==> config.mk <==
export PLATFORM = sky130hd
export DESIGN_NAME = gbco_ctrl
export DESIGN_NICKNAME = d
export VERILOG_FILES = /design/src/gbco_pkg.sv /design/src/gbco_ctrl.sv
export SDC_FILE = /design/constraint.sdc
export NUM_CORES = 1
export LEC_CHECK = 0
export BUFFER_PORTS_ARGS = -buffer_cell sky130_fd_sc_hd__buf_4
export CAP_MARGIN = 15
export CORE_AREA = 2 2 39 41
export DETAILED_ROUTE_END_ITERATION = 10
export DIE_AREA = 0 0 41 43
export SYNTH_ARGS = -nofsm -noshare
export SYNTH_HDL_FRONTEND = slang
export SYNTH_SLANG_ARGS = --single-unit
==> constraint.sdc <==
create_clock -name aclk -period 2.3 [get_ports aclk]
set_input_delay 0.23 -clock aclk [delete_from_list [all_inputs] [get_ports aclk]]
set_output_delay 0.23 -clock aclk [all_outputs]
set_load 0.02 [all_outputs]
==> src/gbco_pkg.sv <==
// ----------------------------------------------------------------------------
// gbco_pkg
// Shared constants, payload types and controller/datapath interface types of
// the greedy bitset colour ordering block.
// ----------------------------------------------------------------------------
package gbco_pkg;

    // Largest graph handled; sets the depth of the adjacency memory.
    localparam int MAX_VERTICES = 64;
    localparam int ROW_W        = $clog2(MAX_VERTICES);

    // Field widths fixed by the item format.
    localparam int OPCODE_W = 2;
    localparam int VERT_W   = 6;
    localparam int WORD_W   = 64;
    localparam int COLOUR_W = 7;
    localparam int VC_W     = 7;

    localparam logic [VC_W-1:0] VC_RESET = 7'd64;

    // Configuration port.
    localparam int PADDR_W = 3;
    localparam int PDATA_W = 32;
    localparam logic REG_VERTEX_COUNT = 1'b0;

    // Item opcodes.
    localparam logic [OPCODE_W-1:0] OP_WRITE_ROW  = 2'd0;
    localparam logic [OPCODE_W-1:0] OP_WRITE_CAND = 2'd1;
    localparam logic [OPCODE_W-1:0] OP_START      = 2'd2;

    typedef struct packed {
        logic [OPCODE_W-1:0] opcode;
        logic [VERT_W-1:0]   row_index;
        logic [WORD_W-1:0]   bit_word;
    } in_item_t;

    typedef struct packed {
        logic [VERT_W-1:0]   vertex;
        logic [COLOUR_W-1:0] colour;
        logic                none;
        logic                last;
    } out_item_t;

    typedef enum logic [1:0] {
        ST_IDLE,
        ST_START,
        ST_PICK,
        ST_APPLY
    } gbco_state_t;

    typedef struct packed {
        logic write_row;
        logic write_cand;
        logic start;
        logic emit_none;
        logic pick;
        logic apply;
    } gbco_cmd_t;

    typedef struct packed {
        logic start_empty;
        logic left_empty;
        logic out_free;
    } gbco_status_t;

endpackage

==> src/gbco_ctrl.sv <==
// ----------------------------------------------------------------------------
// gbco_ctrl
// Sequencer of the colouring run: takes items in idle and steps the datapath
// through one pick and one neighbour removal per coloured vertex.
// ----------------------------------------------------------------------------
module gbco_ctrl
    import gbco_pkg::*;
(
    input  logic                aclk,
    input  logic                aresetn,
    input  logic                s_valid,
    input  logic [OPCODE_W-1:0] opcode,
    output logic                s_ready,
    input  gbco_status_t        status,
    output gbco_cmd_t           cmd
);

    gbco_state_t state_reg;
    gbco_state_t state_next;

    always_ff @(posedge aclk) begin
        if (!aresetn) begin
            state_reg <= ST_IDLE;
        end else begin
            state_reg <= state_next;
        end
    end

    always_comb begin
        state_next = state_reg;
        cmd        = '0;
        s_ready    = 1'b0;
        case (state_reg)
            ST_IDLE: begin
                s_ready = 1'b1;
                if (s_valid) begin
                    case (opcode)
                        OP_WRITE_ROW:  cmd.write_row  = 1'b1;
                        OP_WRITE_CAND: cmd.write_cand = 1'b1;
                        OP_START:      state_next     = ST_START;
                        default:       ;
                    endcase
                end
            end
            ST_START: begin
                if (status.start_empty) begin
                    if (status.out_free) begin
                        cmd.emit_none = 1'b1;
                        state_next    = ST_IDLE;
                    end
                end else begin
                    cmd.start  = 1'b1;
                    state_next = ST_PICK;
                end
            end
            ST_PICK: begin
                if (status.out_free) begin
                    cmd.pick   = 1'b1;
                    state_next = ST_APPLY;
                end
            end
            ST_APPLY: begin
                cmd.apply  = 1'b1;
                state_next = status.left_empty ? ST_IDLE : ST_PICK;
            end
            default: begin
                state_next = ST_IDLE;
            end
        endcase
    end

endmodule

Word level (Yosys, flattened, before mapping). Cells that the tools add are included.

Logic and storage cells: 31. Flip-flop bits (word level): 2.

Reduce and logical (&&, ||, !) cells: 3. Eq/ne operators: 9. Multiplexer cells: 18.

Operator list (count): $mux 2 (9); $mux 1 (8); $pmux 2 s4 (1); $eq 2x2->1 const B (3); $eq 2x1->1 const B (2); $logic_not 2->1 (2); $ne 2x2->1 const B (2); $reduce_and 4->1 (1); $ne 3x3->1 const B (1); $ne 2x1->1 const B (1).

Depth between registers and ports, before layout. Gate-level depths: netlist of run 1.

Word-level depth: 4. Depth in mapped cells: 3.

Worst setup path before layout of run 1. Ideal clock, no wire load.

Kind: flip-flop to output port. From: reg state_reg[0]. To: out cmd[4] in the netlist's numbering. Buffers on the path: 0. Stages on the path, launching flop included: 4. Data arrival time: 1248 ps. Slack: 822 ps. Cell sequence: dfxtp_1 > nor2_2 > nand2_1 > nor3b_1.

RTL lines: start: declaration (RTL line gbco_ctrl.sv:18) `gbco_state_t state_reg;`; start signal: assignment (RTL line gbco_ctrl.sv:25) `state_reg <= state_next;`; end: declaration (RTL line gbco_ctrl.sv:15) `output gbco_cmd_t cmd`.

==> metrics.md, run 1 <==
| Metric | Value |
|---|---|
| Pin count of the biggest net entering global routing | `8` |
| Synth Area in Adders | `0%` |
| RSZ-0062 raised after global routing | `no` |
| XOR/XNOR Fraction of Synth Area | `0%` |
| DR DRC count | `0` |
| Startpoint types | `flip-flop` |
| Final hold vios | `0` |
| IR drop worst, VDD | `0.243 mV` |
| R2r worst-path depth | `3` |
| Most common cell after layout, fill and taps aside | `buf_4` |
| Die Ht | `43 um` |
| Synth Area in Compound Gates | `9.65%` |
| YS warnings | `0` |
| Power, Total | `about 140 uW` |
| Count of final setup violators | `0` |
| Core Rows | `14` |
| Peak Freq | `708 MHz` |
| Worst Setup Slack, final | `a little under 0.9 ns` |
| Initial Util | `10.3%` |
| Leakage | `0.137 nW` |
| Synth top area cells | `dfxtp_1, nor3b_1, and4bb_2, and4b_2, nand2_1` |
| Setup crit end kind | `output port` |
| Via count of the first global-routing pass | `159` |
| Routability Congestion | `0.683` |
| CTS clock-pin slew for the worst setup and hold paths | `0.03 ns` |
| Largest delay share family, worst path | `simple AND/OR/NAND/NOR gates` |
| Initial antenna violation count | `0` |
| Critical Path AT | `1.18 ns` |
| Hold slack final | `0.235 ns` |
| CTS tree | `yes` |
| Area leader, netlist | `dfxtp_1` |
| CORE AREA | `0.00138 mm2` |
| CTS Buf Count | `3` |
| HP Class | `input pin to flip-flop` |
| Slew @ Worst Pin | `between 0.2 and 0.25 ns` |
| Overflow after GRT | `0` |
| Simple-gate area share of the yosys netlist | `62.3%` |
| DR iter-0 viols | `1` |
| CP Data Required Time | `2.07 ns` |
| CTS sink cnt | `2` |
| Final nets | `44` |
| Crit Path Max Fanout | `7` |
| Max reg flops | `2` |
| Worst Setup Slack post-DPL | `approximately 1.1 ns` |
| Die width | `just over 40 um` |
| Max cap viols | `0` |
| Fin crit period | `1.41 ns` |
| Distinct cells, synth | `13` |
| Most frequent cells in the layout | `buf_4, nand2_1, clkbuf_4, nor3b_1, dfxtp_1` |
| Net count after synthesis | `25` |
| Via density | `~3.7` |
| Vias | `183` |
| Slew Viols, Final | `0` |
| Syn Area/Cell | `8.39 um2` |
| Post-DP HPWL | `329 um` |
| CP peak stage delay | `0.35 ns` |
| First-pass GRT wire length | `614 um` |
| Worst-skew pair later-pin latency | `0.22 ns` |
| Reg2reg setup slack | `about 1.2 ns` |
| R2r endpoint | `state_reg[0]$_SDFFE_PN0P_` |
| End of the worst hold path | `state_reg[0]$_SDFFE_PN0P_` |
| Syn-to-layout area delta | `104%` |
| Crit path kind | `flip-flop to output port` |
| I/O pins | `15` |
| Seq/Total Area, Yosys | `about 28%` |
| Post-CTS Setup Inserts | `0` |
| Slew headroom | `84.3%` |
| Synthesized area | `roughly 140 um2` |
| Skew final | `around 0.0006 ns` |
| Hold buffer count at CTS | `0` |
| Setup TNS | `0 ns` |
| H-Tree Depth | `1` |
| Largest family of logic cells by synthesized area | `simple AND/OR/NAND/NOR gates` |
| Final wirelength | `411 um` |
| CTS max path bufs | `2` |
| Yosys top cell area share | `28.1%` |
| Initial DRT Pass Iterations | `2` |
| Worst path slowest cell | `dfxtp_1` |
| Power Dens Cells | `a little under 500 mW/mm2` |
| Reg-to-Reg Start | `state_reg[0]$_SDFFE_PN0P_` |
| Hold path startpoint | `aresetn` |
| Global router's overall resource usage | `5.51%` |
| Mux cell area share after synthesis | `0%` |
| Worst hold path depth | `2` |
| WL/cell | `8.22 um` |
| Antenna cells | `0` |
| Crit path buf inv count | `1` |
| Full die area | `approximately 0.0018 mm2` |
| Mapped Cells | `17` |
| Status | `completed` |
| Final antenna-violating net count | `0` |
| Fraction of layout cells with a size suffix above 1 | `61.8%` |
| Period utilisation layout | `61.4%` |
| Synth Register Bits | `2` |
| Root Driver | `clkbuf_4` |
| Crit-path cells | `nor2_2 > nand2_1 > nor3b_1 > buf_4` |
| Post-CTS resize count | `0` |
| Port bufs | `14` |
## routing by layer
| layer | global-route usage [%] | up-vias | share of wire (%) | routed length (um) |
|---|---|---|---|---|
| li1 | - | 98 | - | - |
| met1 | 7.03 | 73 | 47 | 193 |
| met2 | 5.63 | 12 | 36 | 150 |
| met3 | 4.71 | 0 | 17 | 68 |
| met4 | 4.00 | 0 | 0 | 0 |
| met5 | 0 | - | 0 | 0 |
## final cells by class
cell class | instances | area, um2
multi-input cells | 15 | 103
fillers | 156 | 1090
flip-flops and latches | 2 | 40.0
clock buffers | 3 | 22.5
repair buffers | 14 | 105
well taps | 16 | 20.0
## metrics by stage
stage / cell area [um2] / instances / util (%)
after floorplan: 143 / 17 / -
after global placement: 268 / 47 / 19.3
after detailed placement: 268 / 47 / 19.3
after global routing: 290 / 50 / 21.0
final: 290 / 50 / 21.0
after CTS: 290 / 50 / 21.0
## logic make-up after synthesis
| group | count (synthesis) |
|---|---|
| simple gates | 13 |
| compound gates | 2 |
| flops | 2 |
## synthesized netlist by cell type
| master | number |
|---|---|
| a21oi_1 | 1 |
| and2_2 | 1 |
| and4b_1 | 1 |
| and4b_2 | 1 |
| and4bb_2 | 1 |
| dfxtp_1 | 2 |
| nand2_1 | 3 |
| nor2_1 | 1 |
| nor2_2 | 1 |
| nor2b_1 | 1 |
| nor3_1 | 1 |
| nor3b_1 | 2 |
| o31a_1 | 1 |
## how the worst max path moves through the flow
stage | start | to | cells past startpoint
floorplan | state_reg[0]$_SDFFE_PN0P_ | cmd[4] | 3
global placement | state_reg[0]$_SDFFE_PN0P_ | cmd[4] | 4
detailed placement | state_reg[0]$_SDFFE_PN0P_ | cmd[4] | 4
CTS | state_reg[0]$_SDFFE_PN0P_ | cmd[4] | 4
global route | state_reg[0]$_SDFFE_PN0P_ | cmd[4] | 4
finish | state_reg[0]$_SDFFE_PN0P_ | cmd[4] | 4
## report_power, final
part	total, mW	leakage (nW)	switching [mW]	internal (mW)
clock	0.0754	0.0138	0.0180	0.0574
combinational	0.0284	0.107	0.0121	0.0162
sequential	0.0382	0.0162	0.00201	0.0362
Power figures use the tool's default switching activity.
==> run 2, diff against run 1 <==
--- a/config.mk
+++ b/config.mk
@@ -5,6 +5,7 @@
 export SDC_FILE = /design/constraint.sdc
 export NUM_CORES = 1
 export LEC_CHECK = 0
+export ABC_AREA = 1
 export BUFFER_PORTS_ARGS = -buffer_cell sky130_fd_sc_hd__buf_4
 export CAP_MARGIN = 15
 export CORE_AREA = 2 2 39 41
==> constraint.sdc (replaced) <==
create_clock -name aclk -period 1.2 [get_ports aclk]
set_input_delay 0.12 -clock aclk [delete_from_list [all_inputs] [get_ports aclk]]
set_output_delay 0.12 -clock aclk [all_outputs]
set_load 0.02 [all_outputs]
==> metrics.md, run 2 <==
| Metric | Value |
|---|---|
| Syn Area/Cell | `5.30 um2` |
| Post-synth EDFFs | `0` |
| HP Class | `input pin to flip-flop` |
| Count of final setup violators | `0` |
| Final wirelength | `488 um` |
| DP Area | `between 200 and 300 um2` |
| Leakage | `0.180 nW` |
| H-Tree Depth | `1` |
| Die width | `41 um` |
| Slew headroom | `between 80% and 90%` |
| WL/cell | `7.63 um` |
| Most common cell after layout, fill and taps aside | `buf_4` |
| Slew Viols, Final | `0` |
| Worst path slowest cell | `dfxtp_4` |
| Synth Register Bits | `2` |
| Root Driver | `clkbuf_4` |
| Yosys top cell area share | `25.2%` |
| Die Ht | `43 um` |
| Net count after synthesis | `38` |
| Reg-to-Reg Start | `state_reg[0]$_SDFFE_PN0P_` |
| Core Rows | `14` |
| Period utilisation layout | `around nine tenths` |
| Hold path startpoint | `aresetn` |
| Mapped Cells | `30` |
| First-pass GRT wire length | `772 um` |
| Worst-skew pair later-pin latency | `0.22 ns` |
| Hold buffer count at CTS | `0` |
| Finished Layout Cells | `64` |
| Status | `completed` |
| Reg2reg setup slack | `0.21 ns` |
| Via count of the first global-routing pass | `213` |
| CP peak stage delay | `around 0.36 ns` |
| Seq/Total Area, Yosys | `25.2%` |
| Routability Congestion | `0.603` |
| YS warnings | `0` |
| DR iter-0 viols | `0` |
| Largest delay share family, worst path | `flip-flops` |
| Crit path kind | `flip-flop to output port` |
| Global router's overall resource usage | `7.11%` |
| R2r worst-path depth | `6` |
| Final Cell Area | `324 um2` |
| Commonest cells in the netlist | `nand2_1, nor2_1, inv_1` |
| Final nets | `58` |
| Full die area | `0.00176 mm2` |
| Crit-path cells | `nor2_4 > nand2_1 > nor2_1 > buf_4` |
| I/O pins | `15` |
| Top_reg_cell synth | `dfxtp_1` |
| FFs w/ async S/R, synth | `0%` |
| CTS tree | `yes` |
| Placed insts | `60` |
| Port bufs | `14` |
| RSZ-0062 raised after global routing | `no` |
| CTS Buf Count | `3` |
| Hold slack final | `0.124 ns` |
| Area leader, netlist | `dfxtp_1` |
| Via density | `3.83` |
| IR drop worst, VDD | `between 0.3 and 0.4 mV` |
| Fin crit period | `about 1.1 ns` |
| Overflow after GRT | `0` |
| Initial antenna violation count | `0` |
| Most frequent cells in the layout | `buf_4, nand2_1, nor2_1, inv_1, clkbuf_4` |
| Power, Total | `519 uW` |
| Final hold vios | `0` |
| Initial DRT Pass Iterations | `1` |
| Syn-to-layout area delta | `104%` |
| Max reg flops | `2` |
| Synth top area cells | `dfxtp_1, nand2_1, nor2_1, inv_1, a21oi_1` |
| CORE AREA | `about 0.0014 mm2` |
| Skew final | `0.00362 ns` |
| End of the worst hold path | `state_reg[1]$_SDFFE_PN0P_` |
| Startpoint types | `flip-flop` |
| Vias | `245` |
| Worst hold path depth | `2` |
| CTS max path bufs | `2` |
| Max cap viols | `0` |
| Pin count of the biggest net entering global routing | `8` |
| CTS sink cnt | `2` |
| Final antenna-violating net count | `0` |
| Peak Freq | `908 MHz` |
| Setup TNS | `0 ns` |
| Critical Path AT | `around 1 ns` |
| Fraction of layout cells with a size suffix above 1 | `a little over two fifths` |
| Slew @ Worst Pin | `about 0.16 ns` |
| Layout fillers | `roughly 170` |
| Distinct cells, synth | `10` |
| Setup crit end kind | `output port` |
| Initial Util | `11.5%` |
| Synthesized area | `between 150 and 200 um2` |
| Worst setup path start | `state_reg[0]$_SDFFE_PN0P_` |
| CP Data Required Time | `1.08 ns` |
| Antenna cells | `0` |
| DR DRC count | `0` |
| Crit path buf inv count | `1` |
| Crit Path Max Fanout | `7` |
| R2r endpoint | `state_reg[0]$_SDFFE_PN0P_` |
| CTS clock-pin slew for the worst setup and hold paths | `0.03 ns` |
| Power Dens Cells | `around 1600 mW/mm2` |
-- run 2: cell count changes after synthesis, sizes merged, moves of 2 or more --
cell   change
and4b      -2
inv        +5
nand2      +5
nor2       +7
nor3b      -2
-- run 2: final cells by class --
class | instances | area [um2] | share of cell area, %
clock buffer | 3 | 22.5 | 6.95
inverter | 5 | 18.8 | 5.79
multi-input combinational | 23 | 105 | 32.4
sequential | 2 | 45.0 | 13.9
tap | 16 | 20.0 | 6.18
timing repair buffer | 15 | 113 | 34.7
-- run 2: kinds of logic (layout without fill, tap and decap cells) --
group                  after synthesis  after routing  synth area share [%]
buffers and inverters                5             23                  11.8
and+or+nand+nor                     19             19                  48.8
AOI/OAI and AO/OA                    4              4                  14.2
DFF                                  2              2                  25.2
-- run 2: through the flow --
| step | worst slack (ns) | util [%] |
|---|---|---|
| 6_report | 0.0982 | 23.4 |
| 5_1_grt | 0.0170 | 23.4 |
| 2_1_floorplan | 0.0463 | - |
| 3_5_place_dp | 0.178 | 20.5 |
| 3_3_place_gp | 0.214 | 20.5 |
| 4_1_cts | 0.0118 | 22.7 |
-- run 2: timing repair --
action	in CTS	in global routing
endpoints found under the setup margin	2	7
gates resized for setup	0	4
setup buffers	1	0
pin swaps	1	0
-- run 2: layer usage --
layer  up-vias  global-route usage [%]  wire, um
li1        129                       -         -
met4         0                    6.00         0
met3         0                    4.71        52
met2         7                    10.3       266
met1       109                    6.37       169
met5         -                       0         0
-- run 2: how the worst max path moves through the flow --
| stage | to | slack (ns) | depth (start not counted) |
|---|---|---|---|
| floorplan | cmd[4] | 0.05 | 3 |
| global placement | cmd[5] | 0.21 | 4 |
| detailed placement | cmd[4] | 0.18 | 4 |
| CTS | cmd[3] | 0.01 | 3 |
| global route | cmd[3] | 0.02 | 4 |
| finish | cmd[4] | 0.1 | 4 |
-- run 2: where the power goes --
part / switching, mW / total, mW / internal [mW]
clock: 0.0369 / 0.147 / 0.110
sequential: 0.0321 / 0.124 / 0.0918
combinational: 0.128 / 0.248 / 0.120
==> run 3, diff against run 2 <==
--- a/config.mk
+++ b/config.mk
@@ -8,9 +8,13 @@
 export ABC_AREA = 1
 export BUFFER_PORTS_ARGS = -buffer_cell sky130_fd_sc_hd__buf_4
 export CAP_MARGIN = 15
+export CELL_PAD_IN_SITES_DETAIL_PLACEMENT = 0
+export CELL_PAD_IN_SITES_GLOBAL_PLACEMENT = 1
 export CORE_AREA = 2 2 39 41
 export DETAILED_ROUTE_END_ITERATION = 10
 export DIE_AREA = 0 0 41 43
+export PLACE_DENSITY_LB_ADDON = 0.1
 export SYNTH_ARGS = -nofsm -noshare
 export SYNTH_HDL_FRONTEND = slang
 export SYNTH_SLANG_ARGS = --single-unit
+export TNS_END_PERCENT = 20
==> metrics.md, run 3 (synthesis results as in run 2) <==
| Metric | Value |
|---|---|
| Status | `completed` |
| Placed insts | `60` |
| Reg-to-Reg Start | `state_reg[0]$_SDFFE_PN0P_` |
| Storage element area | `45.0 um2` |
| RSZ-0062 raised after global routing | `yes` |
| Period utilisation layout | `95.1%` |
| Antenna cells | `0` |
| Via count of the first global-routing pass | `slightly below 200` |
| CORE AREA | `0.00138 mm2` |
| Die width | `41 um` |
| WL/cell | `7.78 um` |
| CTS tree | `yes` |
| Syn-to-layout area delta | `116%` |
| Grt met2 use | `8.44%` |
| Initial antenna violation count | `0` |
| Fin crit period | `1.14 ns` |
| Final Util | `24.8%` |
| Fraction of layout cells with a size suffix above 1 | `between 50% and 60%` |
| Critical Path AT | `1.02 ns` |
| Vias | `243` |
| Layout fillers | `around 170` |
| Port bufs | `14` |
| Power, Total | `552 uW` |
| Setup TNS | `0 ns` |
| Most frequent cells in the layout | `buf_4, nand2_1, nor2_1, inv_1, clkbuf_4` |
| Via density | `3.74` |
| Setup crit end kind | `output port` |
| Skew final | `roughly 0.0003 ns` |
| Initial Util | `between 10 and 15%` |
| Leakage | `0.185 nW` |
| Slew @ Worst Pin | `0.170 ns` |
| Hold buffer count at CTS | `0` |
| Multi-input logic area | `113 um2` |
| Core Rows | `14` |
| IR drop worst, VDD | `0.693 mV` |
| Count of final setup violators | `0` |
| R2r worst-path depth | `6` |
| Crit path capture | `cmd[5]` |
| Met3 track demand over resource | `3.14%` |
| Pin count of the biggest net entering global routing | `8` |
| H-Tree Depth | `1` |
| Worst-skew pair later-pin latency | `0.22 ns` |
| Internal power | `341 uW` |
| Comb power frac | `50.6%` |
| Worst Setup Slack, final | `0.0584 ns` |
| Crit Path Max Fanout | `6` |
| Routability Congestion | `~0.65` |
| Sequential Power Share | `22.2%` |
| Initial DRT Pass Iterations | `2` |
| I/O pins | `15` |
| CTS clock-pin slew for the worst setup and hold paths | `0.03 ns` |
| DR iter-0 viols | `4` |
| Final Cell Area | `343 um2` |
| Root Driver | `clkbuf_4` |
| Slew headroom | `around nine tenths` |
| Switching portion of total power | `38.3%` |
| Final wirelength | `approximately 510 um` |
| Die Ht | `43 um` |
| Crit path kind | `flip-flop to output port` |
| Reg2reg setup slack | `0.28 ns` |
| CP Data Required Time | `1.08 ns` |
| Met1 global-route usage | `roughly 6.4%` |
| HP Class | `input pin to flip-flop` |
| Global router's overall resource usage | `6.51%` |
| Worst Setup Slack post-DPL | `0.186 ns` |
| DR DRC count | `0` |
| Overflow after GRT | `0` |
| Final nets | `59` |
| Worst setup path start | `state_reg[0]$_SDFFE_PN0P_` |
| Max reg flops | `2` |
| DP Area | `284 um2` |
| Most common cell after layout, fill and taps aside | `buf_4` |
| CTS sink cnt | `2` |
| Slew Viols, Final | `0` |
| Startpoint types | `flip-flop` |
| Power Dens Cells | `1610 mW/mm2` |
| CTS max path bufs | `2` |
| Hold slack final | `~0.11 ns` |
| GR peak layer | `met2` |
| Peak Freq | `876 MHz` |
| Max cap viols | `0` |
| R2r endpoint | `state_reg[0]$_SDFFE_PN0P_` |
| Finished Layout Cells | `65` |
| Full die area | `between 0.0015 and 0.002 mm2` |
| Final antenna-violating net count | `0` |
| Final hold vios | `0` |
| Psw | `211 uW` |
| First-pass GRT wire length | `approximately 700 um` |
| CTS Buf Count | `3` |
| Clock power share | `27.2%` |
-- run 3: cell count changes in the layout (fill, tap and decap cells not counted) --
cell	before	now
nor2_1	8	6
buf_6	0	1
nor2_2	0	2
nand2_2	0	1
nand2_1	8	7
-- run 3: critical path, stage by stage, from the launching register on --
cell	delay, ns
dfxtp_4	0.36
nor2_4	0.14
nand2_2	0.07
nor2_2	0.11
buf_6	0.12
-- run 3: area by class of cell --
type	count	area share (%)
multi-input cells	23	32.8
repair buffers	16	36.1
clock buffers	3	6.57
flip-flops and latches	2	13.1
well taps	16	5.84
inverters	5	5.47
-- run 3: layer usage --
metal / wire [um] / up-vias
met1: 186 / 108
met5: 0 / -
li1: - / 131
met3: 24 / 0
met2: 295 / 4
met4: 0 / 0
-- run 3: power by group through the flow --
stage | clock network (mW) | registers (mW) | logic, mW
5_1_grt | 0.173 | 0.126 | 0.311
2_1_floorplan | 0 | 0.106 | 0.142
6_report | 0.150 | 0.122 | 0.279
4_1_cts | 0.160 | 0.114 | 0.229
3_3_place_gp | 0 | 0.113 | 0.227
3_5_place_dp | 0 | 0.112 | 0.229
-- run 3: how the worst min path moves through the flow --
stage	startpoint	cells after the start	end	slack [ns]
after floorplan	aresetn	1	state_reg[1]$_SDFFE_PN0P_	0.24
after global placement	aresetn	2	state_reg[1]$_SDFFE_PN0P_	0.34
after detailed placement	aresetn	2	state_reg[1]$_SDFFE_PN0P_	0.35
after CTS	aresetn	2	state_reg[1]$_SDFFE_PN0P_	0.11
after global routing	aresetn	2	state_reg[1]$_SDFFE_PN0P_	0.11
final	aresetn	2	state_reg[1]$_SDFFE_PN0P_	0.11
-- run 3: repair_timing --
item	4_1_cts	5_1_grt
endpoints found under the setup margin	3	3
pin swaps	1	2
resized for setup	1	7
buffers inserted	0	2
